## src/lkv_pkg.sv

```systemverilog
// Shared constants, types and codes for the LRU key/value cache.
`timescale 1ns / 1ps

package lkv_pkg;

    // Sizing
    localparam int ENTRIES    = 8;
    localparam int KEY_BITS   = 32;
    localparam int VALUE_BITS = 32;

    // Transaction field widths
    localparam int FIELD_W    = 32;
    localparam int FUNC_W     = 2;
    localparam int CNT_W      = 32;
    localparam int IN_TDATA_W = 2 * FIELD_W;
    localparam int OUT_FLD_W  = 2 + 2 * FIELD_W + 4 * CNT_W;
    localparam int OUT_TDATA_W = ((OUT_FLD_W + 7) / 8) * 8;

    // Stored widths: keys and values keep their low bits only
    localparam int KEY_W  = (KEY_BITS < FIELD_W) ? KEY_BITS : FIELD_W;
    localparam int VAL_W  = (VALUE_BITS < FIELD_W) ? VALUE_BITS : FIELD_W;
    localparam int IDX_W  = (ENTRIES > 1) ? $clog2(ENTRIES) : 1;
    localparam int RANK_W = IDX_W;

    // Operation codes
    typedef logic [FUNC_W-1:0] func_t;
    localparam func_t FUNC_LOOKUP      = 2'd0;
    localparam func_t FUNC_CLEAR_STATS = 2'd1;
    localparam func_t FUNC_FLUSH       = 2'd2;

    // Entry storage views
    typedef logic [ENTRIES-1:0][KEY_W-1:0]  key_arr_t;
    typedef logic [ENTRIES-1:0][RANK_W-1:0] rank_arr_t;
    typedef logic [IDX_W-1:0]               idx_t;
    typedef logic [RANK_W-1:0]              rank_t;

    // Associative search result
    typedef struct packed {
        logic hit;
        idx_t hit_idx;
        logic free_found;
        idx_t free_idx;
        idx_t oldest_idx;
    } lookup_res_t;

    // Events for the statistics counters
    typedef struct packed {
        logic step;
        logic lookup;
        logic hit;
        logic evict;
        logic clear;
    } stats_ev_t;

endpackage

```

## src/lkv_lookup.sv

```systemverilog
// Parallel key compare, free-slot search and least-recent entry search.
`timescale 1ns / 1ps

module lkv_lookup (
    input  logic [lkv_pkg::KEY_W-1:0]   key,
    input  logic [lkv_pkg::ENTRIES-1:0] entry_valid,
    input  lkv_pkg::key_arr_t           entry_keys,
    input  lkv_pkg::rank_arr_t          entry_ranks,
    output lkv_pkg::lookup_res_t        res
);

    localparam lkv_pkg::rank_t OLDEST_RANK = lkv_pkg::RANK_W'(lkv_pkg::ENTRIES - 1);

    // First matching valid entry, first empty entry, entry holding the oldest rank.
    // The valid ranks are always a permutation of 0..count-1, so when the
    // cache is full the least recent entry is the one at the top rank.
    always_comb begin
        res = '0;
        for (int i = lkv_pkg::ENTRIES - 1; i >= 0; i--) begin
            if (entry_valid[i] && entry_keys[i] == key) begin
                res.hit     = 1'b1;
                res.hit_idx = lkv_pkg::IDX_W'(i);
            end
            if (!entry_valid[i]) begin
                res.free_found = 1'b1;
                res.free_idx   = lkv_pkg::IDX_W'(i);
            end
            if (entry_valid[i] && entry_ranks[i] == OLDEST_RANK) begin
                res.oldest_idx = lkv_pkg::IDX_W'(i);
            end
        end
    end

endmodule

```

## src/lkv_stats.sv

```systemverilog
// Saturating request, hit and eviction counters.
`timescale 1ns / 1ps

module lkv_stats (
    input  logic                      aclk,
    input  logic                      aresetn,
    input  lkv_pkg::stats_ev_t        ev,
    output logic [lkv_pkg::CNT_W-1:0] request_total,
    output logic [lkv_pkg::CNT_W-1:0] hit_total,
    output logic [lkv_pkg::CNT_W-1:0] miss_total,
    output logic [lkv_pkg::CNT_W-1:0] eviction_total
);

    logic [lkv_pkg::CNT_W-1:0] req_reg, req_next;
    logic [lkv_pkg::CNT_W-1:0] hit_reg, hit_next;
    logic [lkv_pkg::CNT_W-1:0] evc_reg, evc_next;

    // Next counts; a clear zeroes them, otherwise they stop at all ones
    always_comb begin
        req_next = req_reg;
        hit_next = hit_reg;
        evc_next = evc_reg;
        if (ev.clear) begin
            req_next = '0;
            hit_next = '0;
            evc_next = '0;
        end else begin
            if (ev.lookup && !(&req_reg)) req_next = req_reg + 1'b1;
            if (ev.hit && !(&hit_reg))    hit_next = hit_reg + 1'b1;
            if (ev.evict && !(&evc_reg))  evc_next = evc_reg + 1'b1;
        end
    end

    always_ff @(posedge aclk) begin
        if (!aresetn) begin
            req_reg <= '0;
            hit_reg <= '0;
            evc_reg <= '0;
        end else if (ev.step) begin
            req_reg <= req_next;
            hit_reg <= hit_next;
            evc_reg <= evc_next;
        end
    end

    // Totals as they stand after this transaction
    assign request_total  = req_next;
    assign hit_total      = hit_next;
    assign eviction_total = evc_next;
    assign miss_total     = (hit_next > req_next) ? '0 : req_next - hit_next;

endmodule

```

## src/lru_key_value_cache_unit.sv

```systemverilog
// Fully associative key/value cache with LRU replacement, top level.
// An accepted transaction is held in the input register, and its result is registered in the result register.
// Throughput: one transaction per cycle while m_tready does not stall the result stage; the entry compare
// and rank update for an item finish between the input register and the result register.
// Reset clears the entry valid bits, recency ranks, counters and both pipeline stages;
// stored keys and values are left as they are.
`timescale 1ns / 1ps

module lru_key_value_cache_unit (
    input  logic                            aclk,
    input  logic                            aresetn,
    input  logic                            s_tvalid,
    output logic                            s_tready,
    input  logic [lkv_pkg::IN_TDATA_W-1:0]  s_tdata,  // key[31:0], fill_value[63:32]
    input  logic [lkv_pkg::FUNC_W-1:0]      s_tuser,  // func[1:0]
    output logic                            m_tvalid,
    input  logic                            m_tready,
    output logic [lkv_pkg::OUT_TDATA_W-1:0] m_tdata   // hit[0], value[32:1], evicted[33],
                                                      // evicted_value[65:34],
                                                      // request_total[97:66],
                                                      // hit_total[129:98],
                                                      // miss_total[161:130],
                                                      // eviction_total[193:162], zero pad
);

    // Input stage
    logic                          in_valid_reg;
    lkv_pkg::func_t                func_reg;
    logic [lkv_pkg::KEY_W-1:0]     key_reg;
    logic [lkv_pkg::VAL_W-1:0]     fill_reg;

    // Result stage
    logic                             out_valid_reg;
    logic [lkv_pkg::OUT_TDATA_W-1:0]  out_data_reg, out_data_next;

    // Entry storage
    lkv_pkg::key_arr_t                            key_mem_reg;
    logic [lkv_pkg::ENTRIES-1:0][lkv_pkg::VAL_W-1:0] val_mem_reg;
    logic [lkv_pkg::ENTRIES-1:0]                  valid_reg, valid_next;
    lkv_pkg::rank_arr_t                           rank_reg, rank_next;

    logic                  proc;
    logic                  is_lookup, is_clear, is_flush;
    logic                  hit, miss, evict;
    lkv_pkg::idx_t         slot, sel_idx;
    logic [lkv_pkg::VAL_W-1:0] sel_value;
    lkv_pkg::lookup_res_t  lk;
    lkv_pkg::stats_ev_t    ev;
    logic [lkv_pkg::CNT_W-1:0] request_total, hit_total, miss_total, eviction_total;

    // Handshake: the input stage moves on when the result stage is free or draining
    assign proc     = in_valid_reg && (!out_valid_reg || m_tready);
    assign s_tready = !in_valid_reg || proc;
    assign m_tvalid = out_valid_reg;
    assign m_tdata  = out_data_reg;

    always_ff @(posedge aclk) begin
        if (!aresetn) begin
            in_valid_reg  <= 1'b0;
            out_valid_reg <= 1'b0;
        end else begin
            if (s_tready)      in_valid_reg  <= s_tvalid;
            if (proc)          out_valid_reg <= 1'b1;
            else if (m_tready) out_valid_reg <= 1'b0;
        end
    end

    // Input payload capture
    always_ff @(posedge aclk) begin
        if (s_tvalid && s_tready) begin
            func_reg <= s_tuser;
            key_reg  <= s_tdata[lkv_pkg::KEY_W-1:0];
            fill_reg <= s_tdata[lkv_pkg::FIELD_W +: lkv_pkg::VAL_W];
        end
    end

    // Decode
    assign is_lookup = (func_reg == lkv_pkg::FUNC_LOOKUP);
    assign is_clear  = (func_reg == lkv_pkg::FUNC_CLEAR_STATS);
    assign is_flush  = (func_reg == lkv_pkg::FUNC_FLUSH);

    lkv_lookup u_lookup (
        .key         (key_reg),
        .entry_valid (valid_reg),
        .entry_keys  (key_mem_reg),
        .entry_ranks (rank_reg),
        .res         (lk)
    );

    assign hit   = is_lookup && lk.hit;
    assign miss  = is_lookup && !lk.hit;
    assign evict = miss && !lk.free_found;
    assign slot  = lk.free_found ? lk.free_idx : lk.oldest_idx;

    // One value read: the hit entry, or the victim on an eviction
    assign sel_idx   = lk.hit ? lk.hit_idx : lk.oldest_idx;
    assign sel_value = val_mem_reg[sel_idx];

    // Recency update and valid bits
    always_comb begin
        valid_next = valid_reg;
        rank_next  = rank_reg;
        if (proc) begin
            if (hit) begin
                for (int i = 0; i < lkv_pkg::ENTRIES; i++) begin
                    if (lkv_pkg::IDX_W'(i) != lk.hit_idx && valid_reg[i]
                        && rank_reg[i] < rank_reg[lk.hit_idx]) begin
                        rank_next[i] = rank_reg[i] + 1'b1;
                    end
                end
                rank_next[lk.hit_idx] = '0;
            end else if (miss) begin
                for (int i = 0; i < lkv_pkg::ENTRIES; i++) begin
                    if (lkv_pkg::IDX_W'(i) != slot && valid_reg[i]) begin
                        rank_next[i] = rank_reg[i] + 1'b1;
                    end
                end
                rank_next[slot]  = '0;
                valid_next[slot] = 1'b1;
            end else if (is_flush) begin
                valid_next = '0;
                rank_next  = '0;
            end
        end
    end

    always_ff @(posedge aclk) begin
        if (!aresetn) begin
            valid_reg <= '0;
            rank_reg  <= '0;
        end else begin
            valid_reg <= valid_next;
            rank_reg  <= rank_next;
        end
    end

    // Fill on a miss
    always_ff @(posedge aclk) begin
        if (proc && miss) begin
            key_mem_reg[slot] <= key_reg;
            val_mem_reg[slot] <= fill_reg;
        end
    end

    // Counters
    assign ev = '{step: proc, lookup: is_lookup, hit: hit, evict: evict, clear: is_clear};

    lkv_stats u_stats (
        .aclk           (aclk),
        .aresetn        (aresetn),
        .ev             (ev),
        .request_total  (request_total),
        .hit_total      (hit_total),
        .miss_total     (miss_total),
        .eviction_total (eviction_total)
    );

    // Result packing
    always_comb begin
        out_data_next = '0;
        out_data_next[0] = hit;
        out_data_next[1 +: lkv_pkg::FIELD_W] =
            hit  ? lkv_pkg::FIELD_W'(sel_value) :
            miss ? lkv_pkg::FIELD_W'(fill_reg)  : '0;
        out_data_next[33] = evict;
        out_data_next[34 +: lkv_pkg::FIELD_W] =
            evict ? lkv_pkg::FIELD_W'(sel_value) : '0;
        out_data_next[66  +: lkv_pkg::CNT_W] = request_total;
        out_data_next[98  +: lkv_pkg::CNT_W] = hit_total;
        out_data_next[130 +: lkv_pkg::CNT_W] = miss_total;
        out_data_next[162 +: lkv_pkg::CNT_W] = eviction_total;
    end

    always_ff @(posedge aclk) begin
        if (proc) out_data_reg <= out_data_next;
    end

`ifndef ASSERT_OFF
    // A flush leaves no valid entry behind
    assert property (@(posedge aclk) disable iff (!aresetn)
        proc && is_flush |=> valid_reg == '0)
        else $error("flush left valid entries");

    // A lookup always leaves at least one valid entry
    assert property (@(posedge aclk) disable iff (!aresetn)
        proc && is_lookup |=> valid_reg != '0)
        else $error("lookup left cache empty");

    // Eviction only happens with every entry in use
    assert property (@(posedge aclk) disable iff (!aresetn)
        proc && evict |-> &valid_reg)
        else $error("eviction while a free entry exists");

    // A hit never reports an eviction
    assert property (@(posedge aclk) disable iff (!aresetn)
        m_tvalid && m_tdata[0] |-> !m_tdata[33])
        else $error("hit and eviction in one result");

    // Hits never outnumber requests
    assert property (@(posedge aclk) disable iff (!aresetn)
        m_tvalid |-> m_tdata[129:98] <= m_tdata[97:66])
        else $error("hit count above request count");
`endif

endmodule
```

## config.mk

```make
export PLATFORM = sky130hd
export DESIGN_NAME = lru_key_value_cache_unit
export DESIGN_NICKNAME = d
export VERILOG_FILES = /design/src/lkv_pkg.sv /design/src/lkv_lookup.sv /design/src/lkv_stats.sv /design/src/lru_key_value_cache_unit.sv
export SDC_FILE = /design/constraint.sdc
export NUM_CORES = 2
export LEC_CHECK = 0
export ABC_CLOCK_PERIOD_IN_PS = 19300
export BUFFER_PORTS_ARGS = -buffer_cell sky130_fd_sc_hd__buf_2
export CAP_MARGIN = 20
export CORE_ASPECT_RATIO = 0.75
export CORE_MARGIN = 3
export CORE_UTILIZATION = 45
export CTS_BUF_LIST = sky130_fd_sc_hd__clkbuf_4 sky130_fd_sc_hd__clkbuf_8
export CTS_CLUSTER_SIZE = 16
export DETAILED_ROUTE_END_ITERATION = 10
export PLACE_DENSITY = 0.72
export SYNTH_ARGS = -nofsm -noshare
export SYNTH_HDL_FRONTEND = slang
export SYNTH_SLANG_ARGS = --single-unit
```

## constraint.sdc

```tcl
create_clock -name aclk -period 19.3 [get_ports aclk]
set_input_delay 1.93 -clock aclk [delete_from_list [all_inputs] [get_ports aclk]]
set_output_delay 1.93 -clock aclk [all_outputs]
set_load 0.1 [all_outputs]
```

==> flow_metrics.py <==
metrics = {
    "die": {
        "fp.dieW_um": 354,
        "die_h_um": 267,
        "row_count": 94,
        "boundaryPins": 272,
        "start_util": 0.460,
        "core-area_mm2": 0.0888,
        "die_area_mm2": 0.0944,
    },
    "synthesis": {
        "synth_top_area_cell": "edfxtp_1",
        "yosysSeqAreaShare": 0.632,
        "synth_edf_count": 772,
        "syn_inst": 3425,
        "yosysTopAreaCellShare": 0.568,
        "async_reset_ff_frac": 0,
        "synth-seq-cells": 902,
        "avgSynthCellArea_um2": 11.9,
        "synth_cell_types": 95,
        "yosysWarnings": 0,
        "ys.flop_type": "edfxtp_1",
        "syn_area_mm2": 0.0408,
        "synth_area_leaders": "edfxtp_1 57%, dfxtp_1 6.4%, xor2_1 6.0%",
    },
    "route": {
        "drtAntennaViolNets": 0,
        "via_per_inst": 5.75,
        "drtIter0Drc": 3218,
        "route.detailed.wl_per_inst_um": 22.7,
        "drc": 0,
        "num_vias": 28900,
        "routed_wl_mm": 114,
        "first_pass_iters": 5,
    },
    "sta": {
        "worst_pin_slew_ns": 1.02,
        "fin_crit_sh": 0.466,
        "hold_viol": 0,
        "tns_ns": 0,
        "holdWs_ns": 0.462,
        "slew_viol_final": 0,
        "rsz0062_at_grt": "false",
        "max_slew_margin": 0.313,
        "setup_viol": 0,
        "skew_ns": 0.0733,
        "min_period_ns": 8.99,
        "max_freq_mhz": 111,
    },
    "clocking": {
        "root_buffer": "clkbuf_8",
        "clock_sinks": 902,
        "clk_pin_slew_ns": 0.07,
        "post_cts_resized": 0,
        "htreeDepth": 4,
        "clk_latency_ns": 0.83,
        "ctsHoldBuffers": 0,
        "cts-buffers-inserted": 141,
        "postCtsSetupBuffers": 0,
        "cts_buffer_depth": 3,
        "tritoncts": "done",
    },
    "setup_path": {
        "worstPathRequired_ns": 19.85,
        "cp_data_arrival_time_ns": 9.54,
        "worst_setup_path_start_kind": "flip-flop",
        "crit_path_start": "key_reg[8]",
        "rr_worst_depth": 25,
        "crit_path_max_fanout": 37,
        "r2r_end": "m_tdata[161]",
        "critPathCaptureType": "flip-flop",
        "r2r_slack_ns": 10.31,
        "cp-endpoint": "m_tdata[161]",
        "path_class": "flip-flop to flip-flop",
        "worstReg2RegStart": "key_reg[8]",
    },
    "placed_design": {
        "port_buffers": 265,
        "gp_congestion": 0.964,
        "hpwl_mm": 74.0,
    },
    "pwr": {
        "p_sw_mw": 1.07,
        "seq_power_share": 0.529,
        "ir_drop_mv": 0.0785,
        "swShare": 0.260,
        "combPwrFrac": 0.069,
        "p_int_mw": 3.05,
        "power.density_mw_per_mm2": 89.2,
        "pwr-share-clk": 0.401,
        "power_mw": 4.13,
        "total_leakage_power_nw": 16.3,
    },
    "outcome": {
        "status": "finished clean",
    },
    "run": {
        "drv_cap": 0,
    },
    "global_route": {
        "grtUsageTotal": 0.236,
        "antenna_found_initial": 3,
        "grt_pass1_wl_mm": 168,
        "grt_max_degree": 91,
        "grt_pass1_vias": 26700,
        "overflow": 0,
    },
    "finish": {
        "layout_common_cells": "772 x edfxtp_1, 419 x nand2_1, 278 x xor2_1",
        "final_nets": 3852,
        "layout-drive-gt1-share": 0.161,
        "final_common_cell": "edfxtp_1",
        "areaGrowthSynthToFinish_pct": 13.4,
    },
    "min_path": {
        "hp-class": "flip-flop to flip-flop",
    },
}
==> synthesized netlist by cell type (38+ instances only) <==
| cell | instances |
|---|---|
| a31oi_1 | 48 |
| ha_1 | 67 |
| nor4_1 | 109 |
| o21ai_0 | 95 |
| nand3_1 | 167 |
| edfxtp_1 | 772 |
| a211oi_1 | 42 |
| nand4_1 | 72 |
| xnor2_1 | 90 |
| dfxtp_1 | 130 |
| a21oi_1 | 168 |
| nand2_1 | 419 |
| clkbuf_1 | 97 |
| inv_1 | 71 |
| xor2_1 | 278 |
| and2_1 | 38 |
| nor3_1 | 59 |
| nor2_1 | 262 |
==> routing by layer <==
metal	GRT usage	wire length, um	up-vias
met5	0	7	-
met4	0.0755	2750	2
met3	0.0556	11200	203
met2	0.343	49500	1434
met1	0.349	50700	14100
li1	-	-	13200
==> worst min-delay path by stage <==
| stage | from | endpoint | cells after the start |
|---|---|---|---|
| floorplan | u_stats.evc_reg[18] | u_stats.evc_reg[18] | 2 |
| global placement | u_stats.evc_reg[18] | u_stats.evc_reg[18] | 2 |
| detailed placement | u_stats.evc_reg[18] | u_stats.evc_reg[18] | 2 |
| CTS | u_stats.evc_reg[18] | u_stats.evc_reg[18] | 2 |
| global route | u_stats.evc_reg[18] | u_stats.evc_reg[18] | 2 |
| finish | u_stats.evc_reg[18] | u_stats.evc_reg[18] | 2 |
==> final cells by class <==
| type | instances | area [um^2] |
|---|---|---|
| diodes | 2 | 5.00 |
| flip-flops and latches | 902 | 25800 |
| multi-input cells | 2290 | 14100 |
| well taps | 1200 | 1500 |
| clock inverters | 70 | 502 |
| inverters | 74 | 285 |
| repair buffers | 305 | 1680 |
| fillers | 7483 | 42500 |
| clock buffers | 191 | 2370 |
==> stage by stage <==
stage	instance area (um^2)	instances	setup slack, ns	util
global route	46300	5033	9.81	0.521
floorplan	40800	3430	10.73	-
finish	46300	5034	10.31	0.521
CTS	46200	5029	10.39	0.520
detailed placement	43300	4768	10.39	0.488
global placement	43300	4767	10.55	0.488
==> power by group through the flow <==
stage,sequential (mW),combinational (mW),clock (mW)
2_1_floorplan,2.35,0.0858,0
3_3_place_gp,2.22,0.283,0
3_5_place_dp,2.23,0.284,0
4_1_cts,2.18,0.285,1.68
5_1_grt,2.19,0.296,1.78
6_report,2.18,0.287,1.66
==> critical path: stages (launching register included) <==
cell      delay [ns]
edfxtp_1        0.65
xor2_1          0.28
nor4_1          0.74
nand4_1         0.27
or4_4           0.62
and4_1          0.27
nand2_2         0.07
buf_4           0.51
nand2_1         0.52
nor3_1          0.81
and4_1          0.34
xnor2_1         0.07
or2_1           0.23
ha_1            0.37
a21o_1          0.20
a21o_1          0.17
a21oi_1         0.30
nor2_1          0.08
a211o_1         0.27
a21oi_1         0.39
o311a_1         0.31
o31ai_1         0.14
o31ai_1         0.37
a21oi_1         0.17
and4_1          0.22
or3_1           0.35
==> cell families after synthesis <==
group / synth area share
compound gates: 0.0822
xor+xnor: 0.0798
fa+ha+maj: 0.0210
buf+inv: 0.0254
flops: 0.632
mux: 0.00153
other cells: 0.0000919
simple gates: 0.158
Note: power is estimated with default switching activity, not from simulation.
